==> src/lfu_pkg.sv <==
// ----------------------------------------------------------------------------
// lfu_pkg: shared types and constants of the LFU cache
// Word formats, command codes, sequencer states and the write controls
// that pass between the sequencer and the slot store.
// ----------------------------------------------------------------------------
package lfu_pkg;

  localparam int ENTRIES_DEFAULT    = 16;
  localparam int COUNT_BITS_DEFAULT = 16;
  localparam int KEY_W              = 64;
  localparam int VALUE_W            = 32;
  localparam int CAP_W              = 5;
  localparam logic [CAP_W-1:0] CAPACITY_RESET = 5'd10;

  typedef enum logic {
    CMD_LOOKUP = 1'b0,
    CMD_INSERT = 1'b1
  } lfu_cmd_t;

  typedef enum logic [1:0] {
    ST_IDLE,
    ST_SCAN,
    ST_DRAIN,
    ST_UPDATE
  } lfu_state_t;

  typedef struct packed {
    lfu_cmd_t           command;
    logic [KEY_W-1:0]   key;
    logic [VALUE_W-1:0] value;
  } lfu_item_t;

  typedef struct packed {
    logic               hit;
    logic [VALUE_W-1:0] value_out;
    logic               evicted;
    logic [KEY_W-1:0]   evicted_key;
  } lfu_result_t;

  typedef struct packed {
    logic key_we;
    logic value_we;
    logic count_we;
    logic set_valid;
    logic clear_valid;
  } lfu_wr_ctl_t;

  typedef struct packed {
    logic match_found;
    logic victim_found;
    logic free_found;
  } lfu_scan_flags_t;

endpackage

==> src/lfu_slot_store.sv <==
// ----------------------------------------------------------------------------
// lfu_slot_store: slot storage of the LFU cache
// Key, value and use-count memories with one registered read port and one
// write port each, plus a valid bit per slot that reset clears.
// ----------------------------------------------------------------------------
module lfu_slot_store
  import lfu_pkg::*;
#(
  parameter int ENTRIES    = ENTRIES_DEFAULT,
  parameter int COUNT_BITS = COUNT_BITS_DEFAULT,
  localparam int IDX_W     = $clog2(ENTRIES)
) (
  input  logic                  clk,
  input  logic                  rst,
  input  logic                  rd_en,
  input  logic [IDX_W-1:0]      rd_addr,
  output logic                  rd_valid,
  output logic [KEY_W-1:0]      rd_key,
  output logic [VALUE_W-1:0]    rd_value,
  output logic [COUNT_BITS-1:0] rd_count,
  input  lfu_wr_ctl_t           wr,
  input  logic [IDX_W-1:0]      wr_addr,
  input  logic [IDX_W-1:0]      clr_addr,
  input  logic [KEY_W-1:0]      wr_key,
  input  logic [VALUE_W-1:0]    wr_value,
  input  logic [COUNT_BITS-1:0] wr_count
);

  logic [KEY_W-1:0]      key_mem   [ENTRIES];
  logic [VALUE_W-1:0]    value_mem [ENTRIES];
  logic [COUNT_BITS-1:0] count_mem [ENTRIES];
  logic [ENTRIES-1:0]    valid;
  logic [ENTRIES-1:0]    valid_next;

  always_ff @(posedge clk) begin
    if (wr.key_we) begin
      key_mem[wr_addr] <= wr_key;
    end
    if (wr.value_we) begin
      value_mem[wr_addr] <= wr_value;
    end
    if (wr.count_we) begin
      count_mem[wr_addr] <= wr_count;
    end
    if (rd_en) begin
      rd_key   <= key_mem[rd_addr];
      rd_value <= value_mem[rd_addr];
      rd_count <= count_mem[rd_addr];
      rd_valid <= valid[rd_addr];
    end
  end

  // When the cleared slot is also the written slot, the set wins.
  always_comb begin
    valid_next = valid;
    if (wr.clear_valid) begin
      valid_next[clr_addr] = 1'b0;
    end
    if (wr.set_valid) begin
      valid_next[wr_addr] = 1'b1;
    end
  end

  always_ff @(posedge clk) begin
    if (rst) begin
      valid <= '0;
    end else begin
      valid <= valid_next;
    end
  end

endmodule

==> src/lfu_scan.sv <==
// ----------------------------------------------------------------------------
// lfu_scan: per-slot compare unit of the LFU cache
// Takes one slot a cycle and accumulates the first key match, the valid
// slot with the smallest count, the first free slot and the occupancy.
// ----------------------------------------------------------------------------
module lfu_scan
  import lfu_pkg::*;
#(
  parameter int ENTRIES    = ENTRIES_DEFAULT,
  parameter int COUNT_BITS = COUNT_BITS_DEFAULT,
  localparam int IDX_W     = $clog2(ENTRIES),
  localparam int CNT_W     = $clog2(ENTRIES + 1)
) (
  input  logic                  clk,
  input  logic                  rst,
  input  logic                  clear,
  input  logic                  en,
  input  logic [IDX_W-1:0]      idx,
  input  logic [KEY_W-1:0]      query_key,
  input  logic                  slot_valid,
  input  logic [KEY_W-1:0]      slot_key,
  input  logic [VALUE_W-1:0]    slot_value,
  input  logic [COUNT_BITS-1:0] slot_count,
  output lfu_scan_flags_t       flags,
  output logic [IDX_W-1:0]      match_idx,
  output logic [VALUE_W-1:0]    match_value,
  output logic [COUNT_BITS-1:0] match_count,
  output logic [IDX_W-1:0]      victim_idx,
  output logic [KEY_W-1:0]      victim_key,
  output logic [IDX_W-1:0]      free_idx,
  output logic [CNT_W-1:0]      used
);

  logic [COUNT_BITS-1:0] victim_count;
  logic                  take_match;
  logic                  take_victim;
  logic                  take_free;

  always_comb begin
    take_match  = en && slot_valid && !flags.match_found && (slot_key == query_key);
    take_victim = en && slot_valid &&
                  (!flags.victim_found || (slot_count < victim_count));
    take_free   = en && !slot_valid && !flags.free_found;
  end

  always_ff @(posedge clk) begin
    if (rst || clear) begin
      flags <= '0;
      used  <= '0;
    end else begin
      if (take_match) begin
        flags.match_found <= 1'b1;
      end
      if (take_victim) begin
        flags.victim_found <= 1'b1;
      end
      if (take_free) begin
        flags.free_found <= 1'b1;
      end
      if (en && slot_valid) begin
        used <= used + CNT_W'(1);
      end
    end
  end

  always_ff @(posedge clk) begin
    if (take_match) begin
      match_idx   <= idx;
      match_value <= slot_value;
      match_count <= slot_count;
    end
    if (take_victim) begin
      victim_idx   <= idx;
      victim_key   <= slot_key;
      victim_count <= slot_count;
    end
    if (take_free) begin
      free_idx <= idx;
    end
  end

endmodule

==> src/lfu_cache_policy.sv <==
// ----------------------------------------------------------------------------
// lfu_cache_policy: fully associative least-frequently-used key/value cache
//
// A command word (lookup or insert, key, value) is taken at a clock edge
// with start high and busy low. busy then stays high until the result has
// been delivered. The sequencer reads one slot a cycle from the slot store
// and feeds it to the shared compare unit, which finds the key match, the
// least used valid slot and the first free slot. A drain state follows
// the last read, then an update state writes the slot back and registers
// the result word. done is high for exactly one cycle with the result on
// result; the receiver cannot stall, so the word must be taken then.
// busy falls with done, so the next item may be accepted at the edge that
// ends the done cycle, and not before.
// Reset clears all valid bits at once and sets capacity to 10. capacity is
// written through cfg_we and cfg_data; the user must write it only while
// the block is idle, which the block itself does not enforce. 0 acts as 1
// and values above ENTRIES act as ENTRIES.
// ----------------------------------------------------------------------------
module lfu_cache_policy
  import lfu_pkg::*;
#(
  parameter int ENTRIES    = ENTRIES_DEFAULT,
  parameter int COUNT_BITS = COUNT_BITS_DEFAULT
) (
  input  logic             clk,
  input  logic             rst,
  input  logic             start,
  output logic             busy,
  input  lfu_item_t        item,
  output logic             done,
  output lfu_result_t      result,
  input  logic             cfg_we,
  input  logic [CAP_W-1:0] cfg_data
);

  localparam int IDX_W = $clog2(ENTRIES);
  localparam int CNT_W = $clog2(ENTRIES + 1);
  localparam int CMP_W = (CNT_W > CAP_W) ? CNT_W : CAP_W;

  lfu_state_t            state;
  lfu_state_t            state_next;
  logic [CAP_W-1:0]      capacity;
  lfu_item_t             cur;
  logic [IDX_W-1:0]      scan_idx;
  logic                  proc_valid;
  logic [IDX_W-1:0]      proc_idx;
  logic                  accept;
  logic                  scan_last;
  logic                  rd_en;

  logic                  rd_valid;
  logic [KEY_W-1:0]      rd_key;
  logic [VALUE_W-1:0]    rd_value;
  logic [COUNT_BITS-1:0] rd_count;

  lfu_scan_flags_t       flags;
  logic [IDX_W-1:0]      match_idx;
  logic [VALUE_W-1:0]    match_value;
  logic [COUNT_BITS-1:0] match_count;
  logic [IDX_W-1:0]      victim_idx;
  logic [KEY_W-1:0]      victim_key;
  logic [IDX_W-1:0]      free_idx;
  logic [CNT_W-1:0]      used;

  lfu_wr_ctl_t           wr;
  logic [IDX_W-1:0]      wr_addr;
  logic [COUNT_BITS-1:0] wr_count;
  logic [CMP_W-1:0]      cap_ext;
  logic [CMP_W-1:0]      eff_cap;
  logic                  evict;
  lfu_result_t           result_next;

  assign accept    = start && !busy;
  assign scan_last = (scan_idx == IDX_W'(ENTRIES - 1));

  always_ff @(posedge clk) begin
    if (rst) begin
      capacity <= CAPACITY_RESET;
    end else if (cfg_we) begin
      capacity <= cfg_data;
    end
  end

  always_comb begin
    state_next = state;
    case (state)
      ST_IDLE: begin
        if (start) begin
          state_next = ST_SCAN;
        end
      end
      ST_SCAN: begin
        if (scan_last) begin
          state_next = ST_DRAIN;
        end
      end
      ST_DRAIN:  state_next = ST_UPDATE;
      ST_UPDATE: state_next = ST_IDLE;
      default:   state_next = ST_IDLE;
    endcase
  end

  always_ff @(posedge clk) begin
    if (rst) begin
      state      <= ST_IDLE;
      scan_idx   <= '0;
      proc_valid <= 1'b0;
      done       <= 1'b0;
    end else begin
      state      <= state_next;
      proc_valid <= (state == ST_SCAN);
      done       <= (state == ST_UPDATE);
      if (accept) begin
        scan_idx <= '0;
      end else if (state == ST_SCAN) begin
        scan_idx <= scan_idx + IDX_W'(1);
      end
    end
  end

  always_ff @(posedge clk) begin
    if (accept) begin
      cur <= item;
    end
    proc_idx <= scan_idx;
    if (state == ST_UPDATE) begin
      result <= result_next;
    end
  end

  // Capacity clamped into the range 1 to ENTRIES.
  always_comb begin
    cap_ext = CMP_W'(capacity);
    if (cap_ext == '0) begin
      eff_cap = CMP_W'(1);
    end else if (cap_ext > CMP_W'(ENTRIES)) begin
      eff_cap = CMP_W'(ENTRIES);
    end else begin
      eff_cap = cap_ext;
    end
    evict = (cur.command == CMD_INSERT) && !flags.match_found && flags.victim_found &&
            (CMP_W'(used) >= eff_cap);
  end

  always_comb begin
    busy        = (state != ST_IDLE);
    rd_en       = (state == ST_SCAN);
    wr          = '0;
    wr_addr     = match_idx;
    wr_count    = COUNT_BITS'(1);
    result_next = '0;
    if (state == ST_UPDATE) begin
      case (cur.command)
        CMD_LOOKUP: begin
          if (flags.match_found) begin
            result_next.hit       = 1'b1;
            result_next.value_out = match_value;
            wr.count_we           = 1'b1;
            if (match_count != {COUNT_BITS{1'b1}}) begin
              wr_count = match_count + COUNT_BITS'(1);
            end else begin
              wr_count = match_count;
            end
          end
        end
        CMD_INSERT: begin
          if (flags.match_found) begin
            result_next.hit = 1'b1;
            wr.value_we     = 1'b1;
            wr.count_we     = 1'b1;
          end else begin
            // The evicted slot frees up; the lower of it and the first
            // empty slot takes the new entry.
            if (evict) begin
              result_next.evicted     = 1'b1;
              result_next.evicted_key = victim_key;
              wr.clear_valid          = 1'b1;
              if (flags.free_found && (free_idx < victim_idx)) begin
                wr_addr = free_idx;
              end else begin
                wr_addr = victim_idx;
              end
            end else begin
              wr_addr = free_idx;
            end
            if (evict || flags.free_found) begin
              wr.key_we    = 1'b1;
              wr.value_we  = 1'b1;
              wr.count_we  = 1'b1;
              wr.set_valid = 1'b1;
            end
          end
        end
        default: begin
          wr = '0;
        end
      endcase
    end
  end

  lfu_slot_store #(
    .ENTRIES    (ENTRIES),
    .COUNT_BITS (COUNT_BITS)
  ) u_store (
    .clk      (clk),
    .rst      (rst),
    .rd_en    (rd_en),
    .rd_addr  (scan_idx),
    .rd_valid (rd_valid),
    .rd_key   (rd_key),
    .rd_value (rd_value),
    .rd_count (rd_count),
    .wr       (wr),
    .wr_addr  (wr_addr),
    .clr_addr (victim_idx),
    .wr_key   (cur.key),
    .wr_value (cur.value),
    .wr_count (wr_count)
  );

  lfu_scan #(
    .ENTRIES    (ENTRIES),
    .COUNT_BITS (COUNT_BITS)
  ) u_scan (
    .clk         (clk),
    .rst         (rst),
    .clear       (accept),
    .en          (proc_valid),
    .idx         (proc_idx),
    .query_key   (cur.key),
    .slot_valid  (rd_valid),
    .slot_key    (rd_key),
    .slot_value  (rd_value),
    .slot_count  (rd_count),
    .flags       (flags),
    .match_idx   (match_idx),
    .match_value (match_value),
    .match_count (match_count),
    .victim_idx  (victim_idx),
    .victim_key  (victim_key),
    .free_idx    (free_idx),
    .used        (used)
  );

endmodule
==> config.mk <==
export PLATFORM = sky130hd
export DESIGN_NAME = lfu_cache_policy
export DESIGN_NICKNAME = d
export VERILOG_FILES = /design/src/lfu_pkg.sv /design/src/lfu_slot_store.sv /design/src/lfu_scan.sv /design/src/lfu_cache_policy.sv
export SDC_FILE = /design/constraint.sdc
export NUM_CORES = 2
export LEC_CHECK = 0
export BUFFER_PORTS_ARGS = -buffer_cell sky130_fd_sc_hd__buf_2
export CAP_MARGIN = 20
export CORE_UTILIZATION = 35
export DETAILED_ROUTE_END_ITERATION = 7
export GPL_ROUTABILITY_DRIVEN = 0
export PLACE_DENSITY = 0.54
export SKIP_LAST_GASP = 1
export SLEW_MARGIN = 20
export SYNTH_ARGS = -nofsm -noshare
export SYNTH_HDL_FRONTEND = slang
export SYNTH_SLANG_ARGS = --single-unit
==> constraint.sdc <==
create_clock -name clk -period 9.1 [get_ports clk]
set_input_delay 1.82 -clock clk [delete_from_list [all_inputs] [get_ports clk]]
set_output_delay 1.82 -clock clk [all_outputs]
set_load 0.02 [all_outputs]
# After elaboration in Yosys (flattened, before gate mapping)
# Memories as Yosys holds them, arrays and structs flattened. A register that Yosys moved wholly into a read port is not among the register bits.
# Index checks and enable logic that the tools add are counted.
# totals
reg_bits	377
mem_bits_rw	1792
in_bits	106
out_inout_bits	100
word_cells	125
memories	3
# classes
addsub	3
magnitude_cmp	9
n_eq_ne	8
n_mux	41
n_bitwise	6
n_reduce_logical	29
# memory_table
memory	depth	word_bits	rd	rd_clocked_by_memory_dff	write_ports	line_no	text
u_store.key_mem	16	64	1	1	1	lfu_slot_store.sv:29	logic [KEY_W-1:0] key_mem [ENTRIES];
u_store.value_mem	16	32	1	1	1	lfu_slot_store.sv:30	logic [VALUE_W-1:0] value_mem [ENTRIES];
u_store.count_mem	16	16	1	1	1	lfu_slot_store.sv:31	logic [COUNT_BITS-1:0] count_mem [ENTRIES];
# op_table
op	n
16-bit 2-to-1 mux	6
65-bit 2-to-1 mux	1
64-bit == test	1
33-bit 2-to-1 mux	1
4-bit 2-to-1 mux	6
16-bit by 1-bit adder with 16-bit output, second input constant	1
16-bit bitwise AND	1
16-bit < comparator	1
16-bit inequality test, second input constant	1
16-bit inverter	1
16-bit bitwise OR	1
4-bit by 5-bit < comparator with 1-bit output, second input constant	3
5-bit 2-to-1 mux	3
1-bit logical AND	13
1-bit 2-to-1 mux	12
2-bit 2-to-1 mux	6
1-bit demux with 4-bit select	2
4-bit by 1-bit greater-or-equal comparator with 1-bit output, second input constant	2
2-bit case mux with 4 select lines	1
2-bit OR reduction	3
5-bit by 1-bit adder with 5-bit output, second input constant	1
5-bit greater-or-equal comparator	1
5-bit greater-than comparator, second input constant	1
1-bit zero test	5
15 further kinds	22

# Logic depth before layout (Yosys ltp)
# logic_depth
word_depth	15
depth_mapped	13
mapped_depth_nobuf	12

# Cells and area by module
# From an unflattened synthesis, not the netlist that was laid out.
# unflattened
cells_unflattened	3832
area_unflattened_um2	85176.7
# modules_own_cells
module	n_inst	cells_each	area_each_um2	seq_area_each_um2
lfu_slot_store	1	3001	71438.5	57525.2
lfu_cache_policy	1	492	7960.1	6195.9
lfu_scan	1	339	5778.0	4364.2

# Least setup slack after synthesis
# No wires, ideal clock.
# synth_path
kind	flip-flop to flip-flop
startpoint	register state[0]
endpoint	memory u_store.key_mem[15][0] (enable)
setup_time_ps	565
arrival_time_ps	8565
required_time_ps	8535
path_slack_ps	-30
stages_incl_launch_ff	9
n_path_buf	2
period_less_slack_ps	9130
path_cell_list	dfxtp_1 ha_1 and3_1 buf_2 buf_1 nand4_1 o211ai_2 nand2_1 nor3_1
# synth_via
elab_chain_len	4
elab_cells_between_ends	5
cone_classes	1 x eq/ne; 4 x mux
# synth_lines
item	line_no	text
from (decl)	lfu_cache_policy.sv:40	lfu_state_t state;
from (signal assigned)	lfu_cache_policy.sv:110	state <= state_next;
2-bit == test *	lfu_cache_policy.sv:152	if (state == ST_UPDATE) begin
5-bit 2-to-1 mux	lfu_cache_policy.sv:152	
1-bit 2-to-1 mux	lfu_slot_store.sv:36	if (wr.key_we) begin
1-bit 2-to-1 mux (implied by the code)	lfu_slot_store.sv:37	key_mem[wr_addr] <= wr_key;
to (decl)	lfu_slot_store.sv:29	
# Mark *: on every way between the ends. The rest lies on a longest branch, timed or not.

# Worst setup path after layout
# layout_path
startpoint	register capacity[1], in the netlist cap_ext[1]
endpoint	memory u_store.key_mem[15][27] (enable)
# layout_via
elab_chain_len	12
elab_cells_between_ends	17
cone_classes	2 x order compare; 12 x mux; 3 x reduce/logical
# layout_lines
item	line_no	text
from (decl)	lfu_cache_policy.sv:42	logic [CAP_W-1:0] capacity;
from (signal assigned)	lfu_cache_policy.sv:80	capacity <= cfg_data;
5-bit greater-than comparator	lfu_cache_policy.sv:136	end else if (cap_ext > CMP_W'(ENTRIES)) begin
5-bit 2-to-1 mux	lfu_cache_policy.sv:136	
5-bit 2-to-1 mux *	lfu_cache_policy.sv:134	if (cap_ext == '0) begin
5-bit greater-or-equal comparator *	lfu_cache_policy.sv:142	(CMP_W'(used) >= eff_cap);
1-bit logical AND *	lfu_cache_policy.sv:141	evict = (cur.command == CMD_INSERT) && !flags.match_found && flags.victim_found &&
1-bit logical OR	lfu_cache_policy.sv:186	if (evict || flags.free_found) begin
4-bit 2-to-1 mux	lfu_cache_policy.sv:186	
1-bit 2-to-1 mux	lfu_cache_policy.sv:167	if (flags.match_found) begin
2-bit 2-to-1 mux	lfu_cache_policy.sv:153	case (cur.command)
5-bit 2-to-1 mux	lfu_cache_policy.sv:152	
1-bit 2-to-1 mux	lfu_slot_store.sv:36	
1-bit 2-to-1 mux (implied by the code)	lfu_slot_store.sv:37	
# Marked as above.

==> impl_metrics.toml <==
[cts]
cts_root_buffer = "clkbuf_16"
cts_sinks = 2281
cts_post_setup_buffers_inserted = 0
tritoncts_clock_tree = "done"
clk_pin_slew_worst_paths_ps = 70
cts.htree.levels = 4
worst_skew_pair.late_latency_ps = 870
cts_made_buffers = 220
cts_buffer_depth = 3
post_cts_sizing_count = 0
post_cts_hold_buffer_count = 0

[worst_hold_path]
min-delay-start = "u_store.rd_value[1]$_DFFE_PP_"
cell_depth_of_the_worst_hold_path = 0
worstHoldEndpoint = "u_scan.match_value[1]$_DFFE_PP_"
hold_path.class = "reg -> reg"

[critical_path]
r2r_setup_slack_ps = 3970
crit_required_ps = 9590
arrival_ps = 5620
critical_path.cell_chain = "nor3_1 -> nor2_1 -> nor2_1 -> ha_1 -> nor2b_1 -> o21ai_0 -> a41oi_1 -> buf_4 -> o41ai_1 -> o22a_1 -> nand2_1 -> nor3_4 -> buf_4 -> buf_4"
critical_path.most_common_cell = "buf_4"
crit_family = "simple AND/OR/NAND/NOR gates"
critical_path.n_buffers_inverters = 3
reg2reg_depth = 14
slowest_stage = "nor3_4"
critical_path.max_fanout = 28
cpPeakStageDelay_ps = 770
timing.critical_path.to_type = "flop"
r2r-start = "cap_ext[1]$_SDFFE_PP1P_"
critical_path.reg2reg.endpoint = "u_store.key_mem[15][27]$_DFFE_PP_"
setup.worst_path.start_class = "flop"
critical_path_class = "reg -> reg"

[drt]
drc_errors = 0
postRouteWirelength_um = 202000
firstDrtPassIters = 8
drt_iter0_drc = 3395
dr_total_vias = 37800
detail_route.vias_per_cell = 5.16
routedWlPerCell_um = 27.6
antenna_violating_nets_post_route = 0

[sta]
timing_max_transition_violations_final = 0
slew_headroom_pct = 26.0
max_freq_ghz = 0.195
worstMarginPinSlew_ps = 1110
setup-violations-final = 0
clock_skew_ps = 54.4
period_share_pct = 56.4
fin_tns_setup_ps = 0
layout_setup_ws_ps = 3970
rsz0062_at_grt = "false"
period_minus_slack_ps = 5130
hold_violations = 0

[synthesis]
mappedNetlistNets = 3713
netlist_area_pre_place_mm2 = 0.0851
syn_area_per_cell_um2 = 23.8
synth-edff-count = 2240
post_synth_num_cell_types = 60
yosys_register_bits = 2281
ys.flop_type = "edfxtp_1"
ys_warns = 0
postSynth.asyncResetShare_pct = 0
postSynthCellCount = 3576
synth_sequential_area_ratio_pct = 80.0

[floorplan]
std_cell_rows = 180
dieArea_mm2 = 0.245
placeable_core_region_mm2 = 0.241
chipWidth_um = 495
start_util_pct = 35.3
ioPinCount = 206
dieHeight_um = 495

[final_layout]
finish.instance_area_mm2 = 0.0977
layout-drive-gt1-share_pct = 30.1
stdcell_count = 7330
flow.area_growth_from_synthesis_pct = 14.8
nets = 4093

[grt]
first_global_vias = 38700
wire_length_of_the_first_global_routing_pass_um = 290000
antenna_found_initial = 14
pin_count_of_the_biggest_net_entering_global_routing = 153
groute.usage.overall_pct = 16.5
grt_remaining_overflow = 0

[pwr]
power_density_mw_per_mm2 = 252
leakage_nw = 29.2
irDropWorstVdd_mv = 0.188

[placement]
post-dp-hpwl_um = 116000
place_area_mm2 = 0.0907
preCtsSetupSlack_ps = 3850
io_buffers = 205
placed_cells_incl_taps = 6917

[job]
cap_violations = 0

[outcome]
outcome = "completed"
[flip-flops by register name (all words and copies together) (netlist names), 2 cells and up]
name,cells
cur,97
u_store.value_mem,512
u_scan.flags,3
u_store.rd_key,64
proc_idx,4
u_store.rd_count,16
cap_ext,5
u_scan.free_idx,4
u_store.key_mem,1024
u_store.count_mem,256
u_scan.victim_idx,4
u_scan.match_count,16
state,2
u_scan.victim_count,16
result,98
u_scan.victim_key,64
u_store.valid,16
u_scan.match_idx,4
u_store.rd_value,32
scan_idx,4
u_scan.used,5
u_scan.match_value,32
[through the flow]
step,util (%),hold slack [ps],power (W)
6_report,40.5,418,0.0246
2_1_floorplan,-,329,0.0149
5_1_grt,40.5,425,0.0255
3_3_place_gp,37.6,404,0.0161
3_5_place_dp,37.6,408,0.0161
4_1_cts,40.5,421,0.0249
[cells by family (layout without fill, tap and decap cells)]
| group | count (synthesis) | after routing | synth area share [%] |
|---|---|---|---|
| DFF | 2281 | 2281 | 80.0 |
| muxes | 576 | 576 | 15.1 |
| and+or+nand+nor | 327 | 327 | 2.01 |
| buffers and inverters | 196 | 762 | 0.945 |
| AOI/OAI and AO/OA | 92 | 92 | 0.756 |
| xor gates and xnor gates | 73 | 73 | 0.751 |
| adders and majority gates | 31 | 31 | 0.456 |
| other | 0 | 3 | 0 |
[synthesized netlist by cell type (2+ instances only)]
cell type	n	share of area, %
o31a_1	2	0.021
a41oi_1	2	0.021
nor4_1	9	0.066
nor2b_1	4	0.029
mux4_2	565	15
or3_1	3	0.022
nor3b_1	4	0.035
ha_1	31	0.46
mux2i_1	11	0.13
nand2b_1	2	0.015
edfxtp_1	2240	79
o31ai_1	2	0.018
dfxtp_1	41	0.96
nand2_1	35	0.15
o22ai_1	15	0.11
a31o_2	3	0.031
or2_2	2	0.015
o41ai_1	2	0.021
and2_1	98	0.72
buf_2	46	0.27
clkbuf_1	83	0.37
or4_1	2	0.018
a211oi_1	2	0.018
a22o_1	2	0.021
and3b_1	2	0.021
xor2_1	24	0.25
a21oi_1	15	0.088
nand3_1	32	0.19
inv_1	40	0.18
xnor2_1	49	0.50
nor3_1	7	0.041
a21o_1	5	0.044
o21ai_0	24	0.14
nor2_1	91	0.40
buf_1	25	0.11
o21ai_2	2	0.021
a31oi_4	2	0.050
nand4_1	30	0.22
[per-layer routing]
metal	wire length, um	vias up	global-route usage (%)
li1	-	15900	-
met1	91700	20700	23.9
met2	97700	989	26.4
met3	9250	237	2.49
met4	3570	4	3.82
met5	23	-	0
[where the power goes]
| group | internal, W | switching (W) | leakage [nW] |
|---|---|---|---|
| logic | 0.00117 | 0.00152 | 5.61 |
| clock network | 0.00487 | 0.00390 | 3.34 |
| registers | 0.0125 | 0.000661 | 20.2 |
| total | 0.0185 | 0.00608 | 29.2 |
[cells in the final DEF, fill, tap and decap left out, types with 4 or more instances in the layout]
master and n:
nand2_1 35, nor4_1 8, dfxtp_1 37, a21o_1 5, clkinvlp_4 9, inv_1 37, a21oi_1 13, nand4_1 30
clkinv_4 8, clkbuf_16 225, nor3_1 5, mux2i_1 11, o22ai_1 15, buf_4 99, xnor2_1 49, xor2_1 24
buf_16 4, and2_1 97, nor2_2 4, clkinv_1 58, nor3b_1 4, edfxtp_1 2240, nor2b_1 4, nor2_4 30
buf_12 5, buf_2 205, nor2_1 57, inv_6 9, mux4_2 565, clkbuf_1 51, bufinv_16 12, nand3_1 32
o21ai_0 23, dfxtp_4 4, clkinv_2 31, ha_1 29
[area by class of cell]
| cell class | instances | area (um2) |
|---|---|---|
| Timing Repair Buffer | 314 | 1990 |
| Clock buffer | 276 | 5820 |
| Inverter | 40 | 156 |
| Multi-Input combinational cell | 1099 | 16500 |
| Tap cell | 3185 | 3990 |
| Clock inverter | 132 | 1060 |
| Sequential cell | 2281 | 68100 |
| Antenna cell | 3 | 7.51 |
| Fill cell | 21000 | 144000 |
[worst max path at each step]
stage,cells after the start,from,slack [ps],end
after floorplan,7,u_store.rd_count[13]$_DFFE_PP_,730,u_scan.victim_count[0]$_DFFE_PP_
after global placement,15,cap_ext[1]$_SDFFE_PP1P_,3880,u_store.key_mem[2][55]$_DFFE_PP_
after global routing,13,cap_ext[4]$_SDFFE_PP0P_,3600,u_store.key_mem[15][39]$_DFFE_PP_
after detailed placement,15,cap_ext[1]$_SDFFE_PP1P_,3850,u_store.key_mem[6][1]$_DFFE_PP_
final,14,cap_ext[1]$_SDFFE_PP1P_,3970,u_store.key_mem[15][27]$_DFFE_PP_
after CTS,16,cap_ext[1]$_SDFFE_PP1P_,3780,u_store.key_mem[15][27]$_DFFE_PP_
No activity file was read; power rests on OpenSTA's default activity.
